**src/rtl/ohd_pkg.sv**
```systemverilog
// Package: shared types, register indexes and reset constants for the obstacle detector
package ohd_pkg;

	localparam int DIST_W  = 15;
	localparam int COUNT_W = 16;
	localparam int CFG_INDEX_W = 3;
	localparam int CFG_DATA_W  = 16;

	localparam logic [DIST_W-1:0]  RESET_DISTANCE_MM    = 15'd10000;
	localparam logic [DIST_W-1:0]  ENTER_THRESHOLD_RST  = 15'd200;
	localparam logic [DIST_W-1:0]  EXIT_THRESHOLD_RST   = 15'd300;
	localparam logic [COUNT_W-1:0] EXIT_SAFE_COUNT_RST  = 16'd25;
	localparam logic [COUNT_W-1:0] INVALID_HOLD_RST     = 16'd250;
	localparam logic [DIST_W-1:0]  MIN_VALID_RST        = 15'd20;
	localparam logic [DIST_W-1:0]  MAX_VALID_RST        = 15'd4500;

	typedef enum logic [CFG_INDEX_W-1:0] {
		CFG_ENTER_THRESHOLD = 3'd0,
		CFG_EXIT_THRESHOLD  = 3'd1,
		CFG_EXIT_SAFE_COUNT = 3'd2,
		CFG_INVALID_HOLD    = 3'd3,
		CFG_MIN_VALID       = 3'd4,
		CFG_MAX_VALID       = 3'd5
	} cfg_index_t;

	typedef struct packed {
		logic       frame_ok;
		logic [7:0] high_byte;
		logic [7:0] low_byte;
	} in_t;

	typedef struct packed {
		logic              obstacle_active;
		logic [DIST_W-1:0] held_distance_mm;
		logic              reading_valid;
	} out_t;

	typedef struct packed {
		logic [DIST_W-1:0]  enter_threshold_mm;
		logic [DIST_W-1:0]  exit_threshold_mm;
		logic [COUNT_W-1:0] exit_safe_count;
		logic [COUNT_W-1:0] invalid_hold_limit;
		logic [DIST_W-1:0]  min_valid_mm;
		logic [DIST_W-1:0]  max_valid_mm;
	} cfg_t;

endpackage

```
**src/rtl/obstacle_hysteresis_detector.sv**
```systemverilog
// Top level: distance poll validation, hold/debounce state and obstacle hysteresis flag
//
//  channel  direction  handshake              payload
//  in       sink       in_valid / in_ready    in_data  (frame_ok, high_byte, low_byte)
//  out      source     out_valid / out_ready  out_data (obstacle_active, held_distance_mm,
//                                                       reading_valid)
//  cfg      sink       cfg_valid / cfg_ready  cfg_index, cfg_data
//
// One poll per cycle sustained while the out channel takes results without a stall.
// The input register feeds one pass of compares and counter updates that lands in the
// result register and the state registers together.
// Reset clears the state to a held distance of 10000 mm, empty runs and no obstacle,
// and loads the register defaults; no clearing pass is needed.
// A stalled result holds the input register, which holds the input channel.
module obstacle_hysteresis_detector (
	input  logic                             clk,
	input  logic                             arst_n,
	input  logic                             in_valid,
	output logic                             in_ready,
	input  ohd_pkg::in_t                     in_data,
	output logic                             out_valid,
	input  logic                             out_ready,
	output ohd_pkg::out_t                    out_data,
	input  logic                             cfg_valid,
	output logic                             cfg_ready,
	input  logic [ohd_pkg::CFG_INDEX_W-1:0]  cfg_index,
	input  logic [ohd_pkg::CFG_DATA_W-1:0]   cfg_data
);
	import ohd_pkg::*;

	cfg_t cfg;

	in_t                in_data_s1;
	logic               valid_s1;
	out_t               out_data_q;
	logic               out_valid_q;

	logic [DIST_W-1:0]  held_q;
	logic [COUNT_W-1:0] invalid_run_q;
	logic [COUNT_W-1:0] safe_run_q;
	logic               obstacle_q;

	logic               advance;
	logic               fire;
	logic [15:0]        word;
	logic               reading_valid;
	logic [COUNT_W:0]   invalid_inc;
	logic [DIST_W-1:0]  held_d;
	logic [COUNT_W-1:0] invalid_run_d;
	logic [COUNT_W-1:0] safe_inc;
	logic [COUNT_W-1:0] safe_run_d;
	logic               obstacle_d;

	ohd_cfg_regs u_cfg_regs (
		.clk       (clk),
		.arst_n    (arst_n),
		.cfg_valid (cfg_valid),
		.cfg_ready (cfg_ready),
		.cfg_index (cfg_index),
		.cfg_data  (cfg_data),
		.cfg       (cfg)
	);

	// handshake: advance stage one whenever the result register is free or drains
	assign advance  = !out_valid_q || out_ready;
	assign fire     = valid_s1 && advance;
	assign in_ready = !valid_s1 || advance;

	// validate the reading
	assign word = {in_data_s1.high_byte, in_data_s1.low_byte};
	assign reading_valid = in_data_s1.frame_ok && !word[15]
		&& (word[DIST_W-1:0] >= cfg.min_valid_mm)
		&& (word[DIST_W-1:0] <= cfg.max_valid_mm);

	// update held distance and invalid run
	assign invalid_inc = {1'b0, invalid_run_q} + {{COUNT_W{1'b0}}, 1'b1};
	always_comb begin
		held_d        = held_q;
		invalid_run_d = '0;
		if (reading_valid) begin
			held_d = word[DIST_W-1:0];
		end else if (invalid_inc > {1'b0, cfg.invalid_hold_limit}) begin
			held_d = RESET_DISTANCE_MM;
		end else begin
			invalid_run_d = invalid_inc[COUNT_W-1:0];
		end
	end

	// obstacle flag with debounced exit
	assign safe_inc = safe_run_q + {{(COUNT_W-1){1'b0}}, 1'b1};
	always_comb begin
		obstacle_d = obstacle_q;
		safe_run_d = safe_run_q;
		if (!obstacle_q) begin
			if (held_d < cfg.enter_threshold_mm) begin
				obstacle_d = 1'b1;
				safe_run_d = '0;
			end
		end else if (held_d > cfg.exit_threshold_mm) begin
			if (safe_inc >= cfg.exit_safe_count) begin
				obstacle_d = 1'b0;
				safe_run_d = '0;
			end else begin
				safe_run_d = safe_inc;
			end
		end else begin
			safe_run_d = '0;
		end
	end

	// control: stage valid, result valid and detector state
	always_ff @(posedge clk or negedge arst_n) begin
		if (!arst_n) begin
			valid_s1      <= 1'b0;
			out_valid_q   <= 1'b0;
			held_q        <= RESET_DISTANCE_MM;
			invalid_run_q <= '0;
			safe_run_q    <= '0;
			obstacle_q    <= 1'b0;
		end else begin
			if (in_ready) begin
				valid_s1 <= in_valid;
			end
			if (advance) begin
				out_valid_q <= valid_s1;
			end
			if (fire) begin
				held_q        <= held_d;
				invalid_run_q <= invalid_run_d;
				safe_run_q    <= safe_run_d;
				obstacle_q    <= obstacle_d;
			end
		end
	end

	// payload: capture request, then result
	always_ff @(posedge clk) begin
		if (in_valid && in_ready) begin
			in_data_s1 <= in_data;
		end
		if (fire) begin
			out_data_q.obstacle_active  <= obstacle_d;
			out_data_q.held_distance_mm <= held_d;
			out_data_q.reading_valid    <= reading_valid;
		end
	end

	assign out_valid = out_valid_q;
	assign out_data  = out_data_q;

`ifndef NO_ASSERTIONS
	a_safe_run_idle: assert property (@(posedge clk) disable iff (!arst_n)
		!obstacle_q |-> safe_run_q == '0)
		else $error("safe run nonzero while no obstacle");

	a_result_matches_state: assert property (@(posedge clk) disable iff (!arst_n)
		out_valid_q |-> (out_data_q.obstacle_active == obstacle_q
			&& out_data_q.held_distance_mm == held_q))
		else $error("pending result differs from detector state");

	a_valid_clears_run: assert property (@(posedge clk) disable iff (!arst_n)
		out_valid_q && out_data_q.reading_valid |-> invalid_run_q == '0)
		else $error("invalid run not cleared after a valid reading");

	a_fire_yields_result: assert property (@(posedge clk) disable iff (!arst_n)
		fire |=> out_valid_q)
		else $error("processed request produced no result");
`endif

endmodule

```
**src/rtl/ohd_cfg_regs.sv**
```systemverilog
// Configuration register file for the obstacle detector
module ohd_cfg_regs (
	input  logic                              clk,
	input  logic                              arst_n,
	input  logic                              cfg_valid,
	output logic                              cfg_ready,
	input  logic [ohd_pkg::CFG_INDEX_W-1:0]   cfg_index,
	input  logic [ohd_pkg::CFG_DATA_W-1:0]    cfg_data,
	output ohd_pkg::cfg_t                     cfg
);
	import ohd_pkg::*;

	cfg_t cfg_q;

	// accept a write request in every cycle
	assign cfg_ready = 1'b1;
	assign cfg      = cfg_q;

	// write the addressed register, drop writes beyond the list
	always_ff @(posedge clk or negedge arst_n) begin
		if (!arst_n) begin
			cfg_q.enter_threshold_mm <= ENTER_THRESHOLD_RST;
			cfg_q.exit_threshold_mm  <= EXIT_THRESHOLD_RST;
			cfg_q.exit_safe_count    <= EXIT_SAFE_COUNT_RST;
			cfg_q.invalid_hold_limit <= INVALID_HOLD_RST;
			cfg_q.min_valid_mm       <= MIN_VALID_RST;
			cfg_q.max_valid_mm       <= MAX_VALID_RST;
		end else if (cfg_valid) begin
			case (cfg_index)
				CFG_ENTER_THRESHOLD: cfg_q.enter_threshold_mm <= cfg_data[DIST_W-1:0];
				CFG_EXIT_THRESHOLD:  cfg_q.exit_threshold_mm  <= cfg_data[DIST_W-1:0];
				CFG_EXIT_SAFE_COUNT: cfg_q.exit_safe_count    <= cfg_data[COUNT_W-1:0];
				CFG_INVALID_HOLD:    cfg_q.invalid_hold_limit <= cfg_data[COUNT_W-1:0];
				CFG_MIN_VALID:       cfg_q.min_valid_mm       <= cfg_data[DIST_W-1:0];
				CFG_MAX_VALID:       cfg_q.max_valid_mm       <= cfg_data[DIST_W-1:0];
				default: begin
				end
			endcase
		end
	end

endmodule

```
**config.mk**
```make
export PLATFORM = sky130hd
export DESIGN_NAME = obstacle_hysteresis_detector
export DESIGN_NICKNAME = d
export VERILOG_FILES = /design/src/rtl/ohd_pkg.sv /design/src/rtl/obstacle_hysteresis_detector.sv /design/src/rtl/ohd_cfg_regs.sv
export SDC_FILE = /design/constraint.sdc
export NUM_CORES = 1
export LEC_CHECK = 0
export BUFFER_PORTS_ARGS = -buffer_cell sky130_fd_sc_hd__buf_2
export CAP_MARGIN = 5
export CORE_AREA = 2 2 127 129
export CTS_BUF_LIST = sky130_fd_sc_hd__clkbuf_4 sky130_fd_sc_hd__clkbuf_8
export DETAILED_ROUTE_END_ITERATION = 12
export DIE_AREA = 0 0 129 131
export GPL_TIMING_DRIVEN = 0
export MAX_ROUTING_LAYER = met4
export PLACE_DENSITY = 0.8
export SLEW_MARGIN = 0
export SYNTH_ARGS = -nofsm -noshare
export SYNTH_HDL_FRONTEND = slang
export SYNTH_SLANG_ARGS = --single-unit
```
**constraint.sdc**
```tcl
create_clock -name clk -period 5.8 [get_ports clk]
set_input_delay 1.16 -clock clk [delete_from_list [all_inputs] [get_ports clk]]
set_output_delay 1.16 -clock clk [all_outputs]
set_load 0.05 [all_outputs]
```
After elaboration in Yosys (flattened, before gate mapping)
Cells that the tools add are included.
Cells by class
  add/subtract/negate cells: 2
  magnitude comparators: 6
  equal/unequal tests: 5
  mux-type cells: 12
  reductions and logical operators: 19
Operators by type and width (count)
  2-to-1 mux 16 bit: 6
  2-to-1 mux 15 bit: 2
  adder 16 x 1 -> 17 bit, second input constant: 1
  > comparator 17 x 16 -> 1 bit: 1
  adder 16 x 1 -> 16 bit, second input constant: 1
  greater-or-equal comparator 16 bit: 1
  greater-or-equal comparator 15 bit: 1
  > comparator 15 bit: 1
  <= comparator 15 bit: 1
  < comparator 15 bit: 1
  AND reduction 2 bit: 7
  == test 3 x 2 -> 1 bit, second input constant: 2
  == test 3 bit, second input constant: 2
  logical AND 1 bit: 5
  2-to-1 mux 1 bit: 4
  == test 3 x 1 -> 1 bit, second input constant: 1
  logical NOT 1 bit: 3
  logical NOT 3 bit: 1
  logical OR 1 bit: 2
  nonzero test 2 bit: 1
Word-level totals
  register bits after elaboration: 176
  input bits: 41
  word-level logic and storage cells: 62

Depth between registers and ports, before layout
  word-level depth: 8
  depth in mapped cells: 27
  depth with buffers taken out: 22

Hierarchy
Synthesis repeated with hierarchy kept, for this count alone.
Second synthesis, totals
  cell total of the unflattened synthesis: 866
  area total of the unflattened synthesis: 9864.5 um^2
Modules (own cells, without submodules)
  obstacle_hysteresis_detector: instances 1, cells an instance 664, area an instance 6217.2 um^2, sequential area each 2278.4 um^2
  ohd_cfg_regs: instances 1, cells an instance 202, area an instance 3647.2 um^2, sequential area each 2331.0 um^2

Least setup slack after synthesis
No wires, ideal clock.
  kind: reg-to-reg
  start point: register invalid_run_q[2]
  end point: register safe_run_q[0]
  data arrival time: 5.064 ns
  required time: 5.675 ns
  slack: 0.611 ns
  cell stages (with the launch flop): 27
  period minus slack after synthesis: 5.189 ns
  path through: dfrtp_1 > clkbuf_1 > nand3_1 > or3_1 > clkbuf_1 > nor2_1 > nand3_1 > xnor2_1 > ha_1 > and3_1 > a221oi_2 > nand2_1 > o31ai_2 > o21ai_2 > nand2b_4 > buf_6 > o22a_1 > ha_1 > a21o_1 > a21o_1 > a21oi_1 > nand4b_1 > nor3_1 > o311a_1 > buf_4 > nor2_1 > mux2_2
Between the ends
  cells in the longest elaborated chain, start to end: 7
RTL lines
  start, declared: line obstacle_hysteresis_detector.sv:39  | logic [COUNT_W-1:0] invalid_run_q;
  start signal, assigned: line obstacle_hysteresis_detector.sv:129  | invalid_run_q <= invalid_run_d;
  adder 16 x 1 -> 17 bit (*): line obstacle_hysteresis_detector.sv:76  | assign invalid_inc = {1'b0, invalid_run_q} + {{COUNT_W{1'b0}}, 1'b1};
  > comparator 17 x 16 -> 1 bit (*): line obstacle_hysteresis_detector.sv:82  | end else if (invalid_inc > {1'b0, cfg.invalid_hold_limit}) begin
  2-to-1 mux 15 bit (*): line obstacle_hysteresis_detector.sv:82
  2-to-1 mux 15 bit (*): line obstacle_hysteresis_detector.sv:80  | if (reading_valid) begin
  via held_d[4]: line obstacle_hysteresis_detector.sv:48  | logic [DIST_W-1:0] held_d;
  > comparator 15 bit or < comparator 15 bit (tied branches): line obstacle_hysteresis_detector.sv:99, obstacle_hysteresis_detector.sv:95
  2-to-1 mux 16 bit or nonzero test 2 bit (tied branches)
  2-to-1 mux 16 bit or AND reduction 2 bit (tied branches)
  end signal, assigned: line obstacle_hysteresis_detector.sv:130  | safe_run_q <= safe_run_d;
  end, declared: line obstacle_hysteresis_detector.sv:40  | logic [COUNT_W-1:0] safe_run_q;
Mark *: on every way through the listed nets, which the timed path passes. The rest lies on a longest branch.
A chain may end at the register's enable or synchronous reset.

Final worst setup path
  start point: register invalid_run_q[0]
  end point: register safe_run_q[0]
Same word-level chain as after synthesis.

==> impl_metrics.env <==
export IMPL_power_leakage_uw=0.00499
export IMPL_grt_start_max_net_pins=85
export IMPL_grt_use_met2=0.455
export IMPL_synth_ff_type="dfrtp_1"
export IMPL_critPathMaxFanout=10
export IMPL_synthArstFlopShare=0.807
export IMPL_drive_gt1_frac=0.222
export IMPL_via_count=7263
export IMPL_critPathMaxStageDelay_ps=440
export IMPL_skew_ps=17.1
export IMPL_status="complete, no violations"
export IMPL_clockBufferDepth=2
export IMPL_crit_type="reg -> reg"
export IMPL_grt_usage=0.290
export IMPL_powerDensity_nw_per_um2=375
export IMPL_cts_reportedPaths_clkPinSlew_ps=100
export IMPL_cts_tree="done"
export IMPL_cpMostUsedCell="a21o_1"
export IMPL_design_area_um2=10700
export IMPL_start_util=0.611
export IMPL_worstMarginPinSlew_ps=752
export IMPL_avgSynthCellArea_um2=10.5
export IMPL_fp_dieW_um=129
export IMPL_synth_seq_area_share=0.483
export IMPL_numCtsBuffers=17
export IMPL_syn_nets=1043
export IMPL_final_common_cell="nand2_1"
export IMPL_path_cells="ha_2, nand4_1, nor2_2, nand2_1, xnor2_2, ha_1, a21o_1, a221oi_2, nand2_1, o31ai_4, o21ai_4, nand2b_4, buf_6, o22a_2, ha_1, a21o_1, a21o_1, a21oi_2, nand4b_1, nor3_4, o311a_1, buf_6, nor2_1, mux2_2"
export IMPL_min_period_ps=5570
export IMPL_drtAntennaViolNets=0
export IMPL_wl_mm=22.6
export IMPL_globalRouteMet3Util=0.0619
export IMPL_fmax_mhz=179
export IMPL_synthCells=909
export IMPL_start_kind="flip-flop"
export IMPL_htree_levels=4
export IMPL_power_uw=4020
export IMPL_timing_final_crit_share=0.961
export IMPL_cts_root_buf="clkbuf_8"
export IMPL_io_pins=61
export IMPL_viasPerCell=5.94
export IMPL_end_kind="flip-flop"
export IMPL_area_growth_pct=12.5
export IMPL_synth_edf_count=34
export IMPL_cp_required_ps=6160
export IMPL_num_antenna_cells=0
export IMPL_grt_overflow=0
export IMPL_synth_distinct_cells=67
export IMPL_antenna_found_initial=0
export IMPL_met1_usage=0.384
export IMPL_layout_common_cells="nand2_1 (114), dfrtp_1 (111), inv_1 (94)"
export IMPL_worst_skew_pair_late_latency_ps=480
export IMPL_cts_sinks=176
export IMPL_grt_pass1_wl_mm=35.7
export IMPL_drc=0
export IMPL_ys_seq_elements=176
export IMPL_arrival_ps=5940
export IMPL_min_path_type="reg -> reg"
export IMPL_slew_headroom=0.498
export IMPL_die_y_um=131
export IMPL_critPathSlowestCell="dfrtp_2"
export IMPL_num_rows=46
export IMPL_drt_wirelength_per_cell_um=18.5
export IMPL_finalHoldViolations=0
export IMPL_grt_pass1_vias=7050
export IMPL_final_util=0.688
export IMPL_place_area_um2=10200
export IMPL_firstDrtPassIters=5
export IMPL_numPortBuffers=59
export IMPL_maxCapViolations=0
export IMPL_dieArea_um2=16900
export IMPL_gp_congestion=0.912
export IMPL_syn_area_um2=9540
export IMPL_nNetsFinal=1127
export IMPL_setup_viol_count_final=0
export IMPL_core_area_um2=15600
export IMPL_drt_iter0_markers=566
export IMPL_busiest_layer="met2"
export IMPL_place_hpwl_mm=16.0
export IMPL_ys_warn_count=0
export IMPL_ir_drop_uv=273
export IMPL_maxSlewViolCount=0
## worst max-delay path: cells and delay by family, from the launching register on
| kind | cells | cell delay (ps) |
|---|---|---|
| AOI/OAI and AO/OA | 9 | 2010 |
| and+or+nand+nor | 8 | 1380 |
| adders and majority gates | 3 | 850 |
| DFF | 1 | 440 |
| buffers and inverters | 2 | 320 |
| muxes | 1 | 270 |
| xor gates and xnor gates | 1 | 190 |
## synth_stat cells (2+ instances only)
cell | n | area (um2)
mux2_2 | 50 | 563
buf_6 | 4 | 45.0
nor2b_1 | 7 | 43.8
xor2_1 | 12 | 105
clkbuf_1 | 23 | 86.3
dfstp_2 | 28 | 736
edfxtp_1 | 34 | 1020
nand2b_1 | 8 | 50.1
and3_1 | 12 | 75.1
a21o_1 | 18 | 135
a31oi_1 | 2 | 12.5
nand2_1 | 114 | 428
a221oi_1 | 2 | 17.5
inv_1 | 94 | 353
dfrtp_1 | 114 | 2850
o21ai_0 | 82 | 410
or4_1 | 2 | 15.0
nor2_1 | 21 | 78.8
o311a_1 | 2 | 20.0
a211oi_1 | 2 | 15.0
o211ai_1 | 5 | 37.5
nand3_1 | 23 | 115
ha_1 | 93 | 1160
buf_4 | 2 | 15.0
o22ai_1 | 10 | 62.6
buf_1 | 2 | 7.51
o22a_1 | 5 | 43.8
nor3_1 | 14 | 70.1
a21oi_1 | 24 | 120
buf_2 | 2 | 10.0
nor3b_1 | 2 | 15.0
o21a_1 | 3 | 22.5
and4_1 | 2 | 17.5
nand4b_1 | 2 | 17.5
a22o_1 | 24 | 210
and2_1 | 2 | 12.5
nand4_1 | 15 | 93.8
or3_1 | 4 | 25.0
xnor2_1 | 16 | 140
## registers in the layout, indices dropped and copies added, names as in the netlist
name	count
safe_run_q	16
out_data	17
obstacle_q	1
held_q	15
in_data_s1	17
u_cfg_regs.cfg	92
valid_s1	1
invalid_run_q	16
out_valid	1
## through the flow
stage          cells  TNS [ps]  hold slack [ps]  setup slack [ps]
3_5_place_dp    1187     -4460              485              -366
4_1_cts         1217         0              496              13.2
2_1_floorplan    909         0              450               611
3_3_place_gp    1184     -2500              476              -225
5_1_grt         1222     -4.27              525             -4.27
6_report        1222         0              503               228
## layout make-up
type	count	area, um2
Multi-Input combinational cell	606	4540
Clock inverter	15	153
Buffer	29	154
Sequential cell	176	4610
Inverter	95	359
Clock buffer	17	234
Fill cell	1185	4870
Timing Repair Buffer	68	400
Tap cell	216	270
## per-layer routing
metal	up-vias	routed length, um
met2	230	10500
met4	0	567
met5	-	0
met1	3630	10100
met3	43	1400
li1	3360	-
## final timing paths
kind / from / to / slack [ps] / depth (start not counted)
max in group asynchronous: arst_n / u_cfg_regs.cfg[46] / 4310 / 2
setup reg to reg: invalid_run_q[0] / safe_run_q[0] / 230 / 24
min in group asynchronous: arst_n / u_cfg_regs.cfg[88] / 650 / 1
hold / removal: valid_s1 / out_valid / 500 / 1
hold reg to reg: valid_s1 / out_valid / 500 / 1
setup / recovery: invalid_run_q[0] / safe_run_q[0] / 230 / 24
## power breakdown
group	switching, uW	internal [uW]
clock network	492	352
logic	873	611
registers	131	1560
total	1500	2530
## kinds of logic (layout without fill, tap and decap cells)
kind of cell,count (synthesis),in the layout,share of synthesized area
fa+ha+maj,93,93,0.122
xor+xnor,28,28,0.0257
flops,176,176,0.483
compound gates,197,197,0.136
other cells,1,1,0.000393
simple gates,235,236,0.117
buf+inv,128,224,0.0548
mux,51,51,0.0601
## timing repair
action | CTS | global route
pin swaps | 0 | 6
setup buffers | 0 | 6
gates resized for setup | 7 | 23
endpoints found under the setup margin | 16 | 18
cloned | 0 | 1
hold buffers | 0 | 0
(Power assumes the default switching activity.)
